## src/design/windowed_average_and_minimum_top_assert.svh

```systemverilog
// Assertion macros for the windowed average and minimum block.
// Included by the top level; needs no other file.
`ifndef WINDOWED_AVERAGE_AND_MINIMUM_TOP_ASSERT_SVH
`define WINDOWED_AVERAGE_AND_MINIMUM_TOP_ASSERT_SVH

// same-cycle implication
`define WAM_ASSERT_IMP(lbl, clk, rst_n, ante, cons) \
  lbl: assert property (@(posedge clk) disable iff (!rst_n) (ante) |-> (cons)) \
    else $error("assertion failed");

// next-cycle implication
`define WAM_ASSERT_NXT(lbl, clk, rst_n, ante, cons) \
  lbl: assert property (@(posedge clk) disable iff (!rst_n) (ante) |=> (cons)) \
    else $error("assertion failed");

`endif

```

## src/design/wam_pkg.sv

```systemverilog
// Shared constants and types of the windowed average and minimum block.
// No dependencies.
package wam_pkg;

  localparam int CFG_BITS      = 9;
  localparam int APB_ADDR_BITS = 3;
  localparam int APB_DATA_BITS = 32;

  localparam logic [CFG_BITS-1:0] WINDOW_SIZE_RESET = 9'd16;

  // register index, taken from paddr[2]
  localparam logic REG_WINDOW_SIZE = 1'b0;

  typedef struct packed {
    logic busy;
    logic done;
  } div_status_t;

endpackage

```

## src/design/windowed_average_and_minimum_top.sv

```systemverilog
// Windowed average and minimum: sample chain of cells, scan control,
// serial divider. Uses wam_pkg, wam_cell, wam_div and the assert header.
//
// Usage:
//   Samples enter on sample_valid_i/sample_ready_o with sample_i. Each
//   request yields one result on result_valid_o/result_ready_i: average,
//   window sum, held count and window minimum of the last window_size
//   samples.
//   window_size sits at APB address 0; any write to it empties the window.
//   Write it only while the block is idle.
// Operation:
//   The scan rotates the whole cell chain past the scan comparator, the
//   update state shifts the sample in and starts the divider, which forms
//   the quotient bit by bit, and the hold state loads the output register.
//   A new sample is taken only once the last result has been loaded.
// Reset:
//   Window empty, window_size = 16. Cell contents are not cleared.
// Stall:
//   A finished result holds in the output register; the next sample is
//   taken and worked on meanwhile and waits until the register is free.
module windowed_average_and_minimum_top #(
  parameter int WINDOW_MAX  = 256,
  parameter int SAMPLE_BITS = 16,
  localparam int SUM_BITS   = SAMPLE_BITS + $clog2(WINDOW_MAX),
  localparam int CNT_BITS   = $clog2(WINDOW_MAX + 1)
) (
  input  logic                                  clk_i,
  input  logic                                  rst_ni,
  input  logic                                  psel,
  input  logic                                  penable,
  input  logic                                  pwrite,
  input  logic [wam_pkg::APB_ADDR_BITS-1:0]     paddr,
  input  logic [wam_pkg::APB_DATA_BITS-1:0]     pwdata,
  output logic [wam_pkg::APB_DATA_BITS-1:0]     prdata,
  output logic                                  pready,
  input  logic                                  sample_valid_i,
  output logic                                  sample_ready_o,
  input  logic signed [SAMPLE_BITS-1:0]         sample_i,
  output logic                                  result_valid_o,
  input  logic                                  result_ready_i,
  output logic signed [SAMPLE_BITS-1:0]         average_o,
  output logic signed [SUM_BITS-1:0]            window_sum_o,
  output logic        [CNT_BITS-1:0]            held_count_o,
  output logic signed [SAMPLE_BITS-1:0]         window_minimum_o
);

  `include "windowed_average_and_minimum_top_assert.svh"

  localparam int IDX_BITS = $clog2(WINDOW_MAX);
  localparam int WIDE     = (CNT_BITS > wam_pkg::CFG_BITS) ? CNT_BITS : wam_pkg::CFG_BITS;

  localparam logic [2:0] ST_IDLE   = 3'd0;
  localparam logic [2:0] ST_SCAN   = 3'd1;
  localparam logic [2:0] ST_UPDATE = 3'd2;
  localparam logic [2:0] ST_DIVIDE = 3'd3;
  localparam logic [2:0] ST_HOLD   = 3'd4;

  logic [2:0]                      st_q;
  logic [wam_pkg::CFG_BITS-1:0]    ws_q;
  logic [CNT_BITS-1:0]             fill_q;
  logic signed [SUM_BITS-1:0]      sum_q;
  logic [IDX_BITS-1:0]             idx_q;
  logic signed [SAMPLE_BITS-1:0]   min_q;
  logic signed [SAMPLE_BITS-1:0]   drop_q;
  logic signed [SAMPLE_BITS-1:0]   sample_q;

  logic                            ovalid_q;
  logic signed [SAMPLE_BITS-1:0]   oavg_q;
  logic signed [SUM_BITS-1:0]      osum_q;
  logic [CNT_BITS-1:0]             ocnt_q;
  logic signed [SAMPLE_BITS-1:0]   omin_q;

  logic                            cfg_wr;
  logic                            in_acc;
  logic [WIDE-1:0]                 ws_wide;
  logic [CNT_BITS-1:0]             cap;
  logic                            full;
  logic [CNT_BITS-1:0]             lim;
  logic [CNT_BITS-1:0]             idx_ext;
  logic signed [SUM_BITS-1:0]      sum_d;
  logic [CNT_BITS-1:0]             fill_d;

  logic                            chain_en;
  logic signed [SAMPLE_BITS-1:0]   head_d;
  logic signed [SAMPLE_BITS-1:0]   chain [WINDOW_MAX];
  logic signed [SAMPLE_BITS-1:0]   tail;

  logic [SAMPLE_BITS-1:0]          quot;
  wam_pkg::div_status_t            div_st;

  // configuration port
  assign pready = 1'b1;
  assign cfg_wr = psel && penable && pwrite && (paddr[2] == wam_pkg::REG_WINDOW_SIZE);
  always_comb begin
    prdata = '0;
    if (paddr[2] == wam_pkg::REG_WINDOW_SIZE) begin
      prdata = {{(wam_pkg::APB_DATA_BITS - wam_pkg::CFG_BITS){1'b0}}, ws_q};
    end
  end

  // capacity: zero acts as one, above WINDOW_MAX saturates
  assign ws_wide = WIDE'(ws_q);
  always_comb begin
    cap = CNT_BITS'(ws_wide);
    if (ws_wide == '0) begin
      cap = CNT_BITS'(1);
    end else if (ws_wide > WIDE'(WINDOW_MAX)) begin
      cap = CNT_BITS'(WINDOW_MAX);
    end
  end

  assign full    = fill_q >= cap;
  assign lim     = full ? cap - 1'b1 : fill_q;
  assign idx_ext = CNT_BITS'(idx_q);
  assign sum_d   = sum_q + SUM_BITS'(sample_q) - (full ? SUM_BITS'(drop_q) : '0);
  assign fill_d  = full ? fill_q : fill_q + 1'b1;

  assign sample_ready_o = st_q == ST_IDLE;
  assign in_acc         = sample_valid_i && sample_ready_o;

  // cell chain: rotates during the scan, shifts the new sample in on update
  assign chain_en = (st_q == ST_SCAN) || (st_q == ST_UPDATE);
  assign tail     = chain[WINDOW_MAX-1];
  assign head_d   = (st_q == ST_UPDATE) ? sample_q : tail;

  for (genvar i = 0; i < WINDOW_MAX; i++) begin : g_cell
    if (i == 0) begin : g_head
      wam_cell #(.SAMPLE_BITS(SAMPLE_BITS)) u_cell (
        .clk_i (clk_i),
        .en_i  (chain_en),
        .d_i   (head_d),
        .q_o   (chain[i])
      );
    end else begin : g_body
      wam_cell #(.SAMPLE_BITS(SAMPLE_BITS)) u_cell (
        .clk_i (clk_i),
        .en_i  (chain_en),
        .d_i   (chain[i-1]),
        .q_o   (chain[i])
      );
    end
  end

  wam_div #(
    .SUM_BITS (SUM_BITS),
    .CNT_BITS (CNT_BITS),
    .Q_BITS   (SAMPLE_BITS)
  ) u_div (
    .clk_i      (clk_i),
    .rst_ni     (rst_ni),
    .start_i    (st_q == ST_UPDATE),
    .dividend_i (sum_d),
    .divisor_i  (fill_d),
    .quotient_o (quot),
    .status_o   (div_st)
  );

  always_ff @(posedge clk_i or negedge rst_ni) begin
    if (!rst_ni) begin
      st_q     <= ST_IDLE;
      ws_q     <= wam_pkg::WINDOW_SIZE_RESET;
      fill_q   <= '0;
      sum_q    <= '0;
      idx_q    <= '0;
      ovalid_q <= 1'b0;
    end else begin
      if (ovalid_q && result_ready_i && (st_q != ST_HOLD)) begin
        ovalid_q <= 1'b0;
      end
      if (cfg_wr) begin
        ws_q   <= pwdata[wam_pkg::CFG_BITS-1:0];
        fill_q <= '0;
        sum_q  <= '0;
      end
      case (st_q)
        ST_IDLE: begin
          if (in_acc) begin
            idx_q <= IDX_BITS'(WINDOW_MAX - 1);
            st_q  <= ST_SCAN;
          end
        end
        ST_SCAN: begin
          idx_q <= idx_q - 1'b1;
          if (idx_q == '0) begin
            st_q <= ST_UPDATE;
          end
        end
        ST_UPDATE: begin
          sum_q  <= sum_d;
          fill_q <= fill_d;
          st_q   <= ST_DIVIDE;
        end
        ST_DIVIDE: begin
          if (div_st.done) begin
            st_q <= ST_HOLD;
          end
        end
        ST_HOLD: begin
          if (!ovalid_q || result_ready_i) begin
            ovalid_q <= 1'b1;
            st_q     <= ST_IDLE;
          end
        end
        default: begin
          st_q <= ST_IDLE;
        end
      endcase
    end
  end

  // datapath: tail holds original cell idx_q during the scan
  always_ff @(posedge clk_i) begin
    if (in_acc) begin
      sample_q <= sample_i;
      min_q    <= sample_i;
    end
    if (st_q == ST_SCAN) begin
      if ((idx_ext < lim) && (tail < min_q)) begin
        min_q <= tail;
      end
      if (idx_ext == cap - 1'b1) begin
        drop_q <= tail;
      end
    end
    if ((st_q == ST_HOLD) && (!ovalid_q || result_ready_i)) begin
      oavg_q <= quot;
      osum_q <= sum_q;
      ocnt_q <= fill_q;
      omin_q <= min_q;
    end
  end

  assign result_valid_o   = ovalid_q;
  assign average_o        = oavg_q;
  assign window_sum_o     = osum_q;
  assign held_count_o     = ocnt_q;
  assign window_minimum_o = omin_q;

  `WAM_ASSERT_NXT(a_accept_scan, clk_i, rst_ni, in_acc, st_q == ST_SCAN)
  `WAM_ASSERT_IMP(a_fill_cap, clk_i, rst_ni, 1'b1, fill_q <= cap)
  `WAM_ASSERT_IMP(a_div_done, clk_i, rst_ni, div_st.done, st_q == ST_DIVIDE)
  `WAM_ASSERT_IMP(a_scan_div_idle, clk_i, rst_ni, st_q == ST_SCAN, !div_st.busy)

endmodule

```

## src/design/wam_cell.sv

```systemverilog
// One storage cell of the sample chain.
// Takes the neighbor's sample when enabled. No dependencies.
module wam_cell #(
  parameter int SAMPLE_BITS = 16
) (
  input  logic                          clk_i,
  input  logic                          en_i,
  input  logic signed [SAMPLE_BITS-1:0] d_i,
  output logic signed [SAMPLE_BITS-1:0] q_o
);

  logic signed [SAMPLE_BITS-1:0] sample_q;

  always_ff @(posedge clk_i) begin
    if (en_i) begin
      sample_q <= d_i;
    end
  end

  assign q_o = sample_q;

endmodule

```

## src/design/wam_div.sv

```systemverilog
// Bit-serial signed by unsigned divider, quotient truncated toward zero.
// One quotient bit per cycle. Uses wam_pkg.
module wam_div #(
  parameter int SUM_BITS = 24,
  parameter int CNT_BITS = 9,
  parameter int Q_BITS   = 16
) (
  input  logic                       clk_i,
  input  logic                       rst_ni,
  input  logic                       start_i,
  input  logic signed [SUM_BITS-1:0] dividend_i,
  input  logic        [CNT_BITS-1:0] divisor_i,
  output logic        [Q_BITS-1:0]   quotient_o,
  output wam_pkg::div_status_t       status_o
);

  localparam int CW = $clog2(SUM_BITS + 1);

  logic                busy_q;
  logic                done_q;
  logic [CW-1:0]       cnt_q;
  logic [SUM_BITS-1:0] mag_q;
  logic [CNT_BITS-1:0] rem_q;
  logic [CNT_BITS-1:0] div_q;
  logic                neg_q;

  logic [CNT_BITS:0]   trial;
  logic                ge;
  logic [CNT_BITS-1:0] rem_d;
  logic [SUM_BITS-1:0] q_full;

  assign trial = {rem_q, mag_q[SUM_BITS-1]};
  assign ge    = trial >= {1'b0, div_q};
  always_comb begin
    rem_d = trial[CNT_BITS-1:0];
    if (ge) begin
      rem_d = CNT_BITS'(trial - {1'b0, div_q});
    end
  end

  always_ff @(posedge clk_i or negedge rst_ni) begin
    if (!rst_ni) begin
      busy_q <= 1'b0;
      done_q <= 1'b0;
      cnt_q  <= '0;
    end else begin
      done_q <= 1'b0;
      if (start_i) begin
        busy_q <= 1'b1;
        cnt_q  <= CW'(SUM_BITS);
      end else if (busy_q) begin
        cnt_q <= cnt_q - 1'b1;
        if (cnt_q == CW'(1)) begin
          busy_q <= 1'b0;
          done_q <= 1'b1;
        end
      end
    end
  end

  always_ff @(posedge clk_i) begin
    if (start_i) begin
      neg_q <= dividend_i[SUM_BITS-1];
      mag_q <= dividend_i[SUM_BITS-1] ? -dividend_i : dividend_i;
      rem_q <= '0;
      div_q <= divisor_i;
    end else if (busy_q) begin
      mag_q <= {mag_q[SUM_BITS-2:0], ge};
      rem_q <= rem_d;
    end
  end

  assign q_full          = neg_q ? -mag_q : mag_q;
  assign quotient_o      = q_full[Q_BITS-1:0];
  assign status_o.busy   = busy_q;
  assign status_o.done   = done_q;

endmodule

```

## config.mk

```make
export PLATFORM = sky130hd
export DESIGN_NAME = windowed_average_and_minimum_top
export DESIGN_NICKNAME = d
export VERILOG_FILES = /design/src/design/wam_pkg.sv /design/src/design/windowed_average_and_minimum_top.sv /design/src/design/wam_cell.sv /design/src/design/wam_div.sv
export VERILOG_INCLUDE_DIRS = /design/src /design/src/design
export SDC_FILE = /design/constraint.sdc
export NUM_CORES = 2
export LEC_CHECK = 0
export ABC_AREA = 1
export BUFFER_PORTS_ARGS = -buffer_cell sky130_fd_sc_hd__buf_2
export CORE_ASPECT_RATIO = 0.9
export CORE_MARGIN = 5
export CORE_UTILIZATION = 45
export DETAILED_ROUTE_END_ITERATION = 6
export MAX_ROUTING_LAYER = met4
export PLACE_DENSITY_LB_ADDON = 0.25
export SLEW_MARGIN = 20
export SYNTH_ARGS = -nofsm -noshare
export SYNTH_HDL_FRONTEND = slang
export SYNTH_SLANG_ARGS = --single-unit
export TNS_END_PERCENT = 5
```

## constraint.sdc

```tcl
create_clock -name clk_i -period 161.6 [get_ports clk_i]
set_input_delay 8.08 -clock clk_i [delete_from_list [all_inputs] [get_ports clk_i]]
set_output_delay 8.08 -clock clk_i [all_outputs]
set_load 0.005 [all_outputs]
```

==> flow_metrics.tcl <==
set metrics [dict create \
    fin_setup_tns_ps 0 \
    hold_violations 0 \
    fp.dieH_um 532.3 \
    netlist_area_sq_um 136400 \
    setup.worst_path.start "paddr[2]" \
    dieArea_sq_um 314300 \
    synth_top_area_share_pct 93.05 \
    reg2reg_slack_ps 153320 \
    dieWidth_um 590.4 \
    async_flop_share_pct 1.414 \
    core_area_sq_um 301400 \
    drive_gt1_share_pct 12.42 \
    place_congestion 0.8242 \
    min_path_type "reg2reg" \
    firstDrtPassIters 5 \
    dp_cells 9872 \
    synth-edff-count 4227 \
    grt_start_max_net_pins 220 \
    area_delta_synth_final_pct 14.12 \
    antenna_found_initial 24 \
    hold_buffers 0 \
    cts_root_buf "clkbuf_16" \
    startpoint_type "input pin" \
    layout_common_cells "4,227 x edfxtp_1, 409 x clkbuf_16, 380 x nand2_1" \
    hold_start "g_cell[100].g_body.u_cell.q_o[7]" \
    reg2reg_to "g_cell[95].g_body.u_cell.q_o[14]" \
    nets 6383 \
    clockBufferDepth 4 \
    rsz0062_at_grt "no" \
    ys_ff_latch 4313 \
    yosysSeqAreaShare_pct 94.54 \
    routedWlPerCell_um 17.00 \
    p_total_mw 2.245 \
    drv_cap 0 \
    cts-buffers-inserted 408 \
    synth_fa_ha_area_share_pct 1.013 \
    final_common_cell "edfxtp_1" \
    max-vdd-ir-drop_v 0.000009823 \
    clock.fmax_ghz 0.06038 \
    period_minus_slack_ps 16560 \
    yosys.area_share.xor_xnor_pct 0.2614 \
    synthFlopType "edfxtp_1" \
    criticalPathCategory "in2out" \
    slew_headroom_pct 20.11 \
    cp_slowest_cell "buf_2" \
    syn_avg_cell_area_sq_um 23.94 \
    max_stage_delay_ps 160 \
    status "finished, final reports clean" \
    route.detailed.drc 0 \
    multi_input_area_sq_um 6053 \
    fin_crit_sh_pct 10.25 \
    cts_tree "yes" \
    synthSimpleGateAreaFrac_pct 2.154 \
    final-seq-area_sq_um 129000 \
    powerDensity_nw_per_um2 14.42 \
    portBuffers 108 \
    start_util_pct 45.27 \
    yosys.area.top_type "edfxtp_1" \
    worstSetupEndpointType "output port" \
    num_vias 49830 \
    postRouteAntennaNets 0 \
    skew_ps 44.38 \
    ios 158 \
    ys_warn_count 0 \
    crit_arrival_ps 8480 \
    grt-ovfl-total 0 \
    clkSlewWorstSetupHoldPaths_ps 60 \
    final_cells 10630 \
    grt_use_total_pct 11.61 \
    r2r-start "st_q[2]" \
    muxShareOfSynthArea_pct 0 \
    synth_area_leaders "edfxtp_1 93%, dfrtp_1 1.1%, nand2_1 1.0%" \
    cts.repair.resized 0 \
    postSynthCellCount 5699 \
    path_cells "buf_2, nor2_1, buf_2" \
    power_leakage_nw 41.53 \
    nFillCells 23080 \
    synth_top_family_by_area "simple AND/OR/NAND/NOR gates" \
    routed_wl_um 180700 \
    slew_viol_final 0 \
    tightest_slew_ps 1198 \
    grt_pass1_vias 48600 \
    min_to "g_cell[101].g_body.u_cell.q_o[7]" \
    dp_hpwl_um 91300 \
    grt_pass1_wl_um 284300 \
    ff2ff_path_depth 13 \
    synth_cell_types 54 \
    worstSkewPairLatency_ps 910 \
    setup_viol 0 \
    avgViaCountPerCell 4.687 \
    worstHoldPathCells 0 \
    initialDrtViolationCount 4907 \
    critPathRequiredTime_ps 153520 \
    post-cts-setup-buffers 0 \
    cp_common_cell "buf_2" \
    synth_compound_area_share_pct 0.9227 \
    cts.htree.levels 5 \
    core.rowCount 191 \
    clock_sinks 4313 \
    crit_fanout 10 \
]
## worst max path at each step
stage / to / cells past startpoint / slack [ps]
floorplan: g_cell[0].g_head.u_cell.q_o[0] / 6 / 67230
global placement: prdata[8] / 3 / 145030
detailed placement: prdata[2] / 3 / 145030
CTS: prdata[2] / 3 / 145030
global route: prdata[6] / 3 / 144970
finish: prdata[2] / 3 / 145040
## Yosys cell counts (26+ instances only)
master and n:
nor2_1 94, nand3_1 77, nand4_1 26, nand2_1 381, a21oi_1 45, o22ai_1 30, o21ai_0 94, dfrtp_1 60
ha_1 72, inv_1 299, edfxtp_1 4227, xor2_1 31
## state kept, by name, indices dropped and copies added, names as in the netlist, 3 cells and up
register / flops
average_o: 16
drop_q: 16
fill_q: 9
g_cell.g_body.u_cell.q_o: 4080
g_cell.g_head.u_cell.q_o: 16
held_count_o: 9
idx_q: 8
min_q: 16
sample_q: 16
st_q: 3
sum_q: 24
u_div.cnt_q: 5
u_div.div_q: 9
u_div.mag_q: 24
u_div.rem_q: 9
window_minimum_o: 16
window_sum_o: 24
ws_q: 9
## power breakdown
part           internal, mW  switching, mW
sequential             1.21        0.00139
clock                 0.544          0.400
combinational        0.0263         0.0630
total                  1.78          0.465
## metrics by stage
stage               cell area [sq um]  hold WS, ps  utilization (%)  setup slack, ps
floorplan                      136500        400.3                -            67230
global placement               142200        400.6            47.20           145030
detailed placement             142200        404.5            47.20           145030
CTS                            155600        374.5            51.64           145030
global route                   155700        391.2            51.65           144970
finish                         155700        381.3            51.66           145040
## logic make-up (layout without fill, tap and decap cells)
logic type | after synthesis | in the layout
compound gates | 226 | 226
xor+xnor | 39 | 39
other cells | 2 | 35
buf+inv | 369 | 1217
flops | 4313 | 4313
fa+ha+maj | 96 | 96
simple gates | 654 | 654
## per-layer routing
layer | wire length [um] | share of wire (%) | GRT usage (%)
met1 | 93850 | 52 | 18.79
met2 | 73020 | 40 | 14.65
met3 | 8790 | 4.9 | 2.444
met4 | 5079 | 2.8 | 3.508
met5 | 0 | 0 | -
## cell type report
class | instances | share of cell area, %
clock buffer | 476 | 6.788
sequential | 4313 | 82.84
timing repair buffer | 158 | 0.6462
multi-input combinational | 1039 | 3.889
antenna | 11 | 0.01768
inverter | 309 | 0.7451
tap | 4053 | 3.258
clock inverter | 274 | 1.815
## worst max-delay path, delay by kind of cell
family	cells	cell delay, ps
AND/OR/NAND/NOR	1	120
buffers and inverters	2	280
Power figures use the tool's default switching activity.
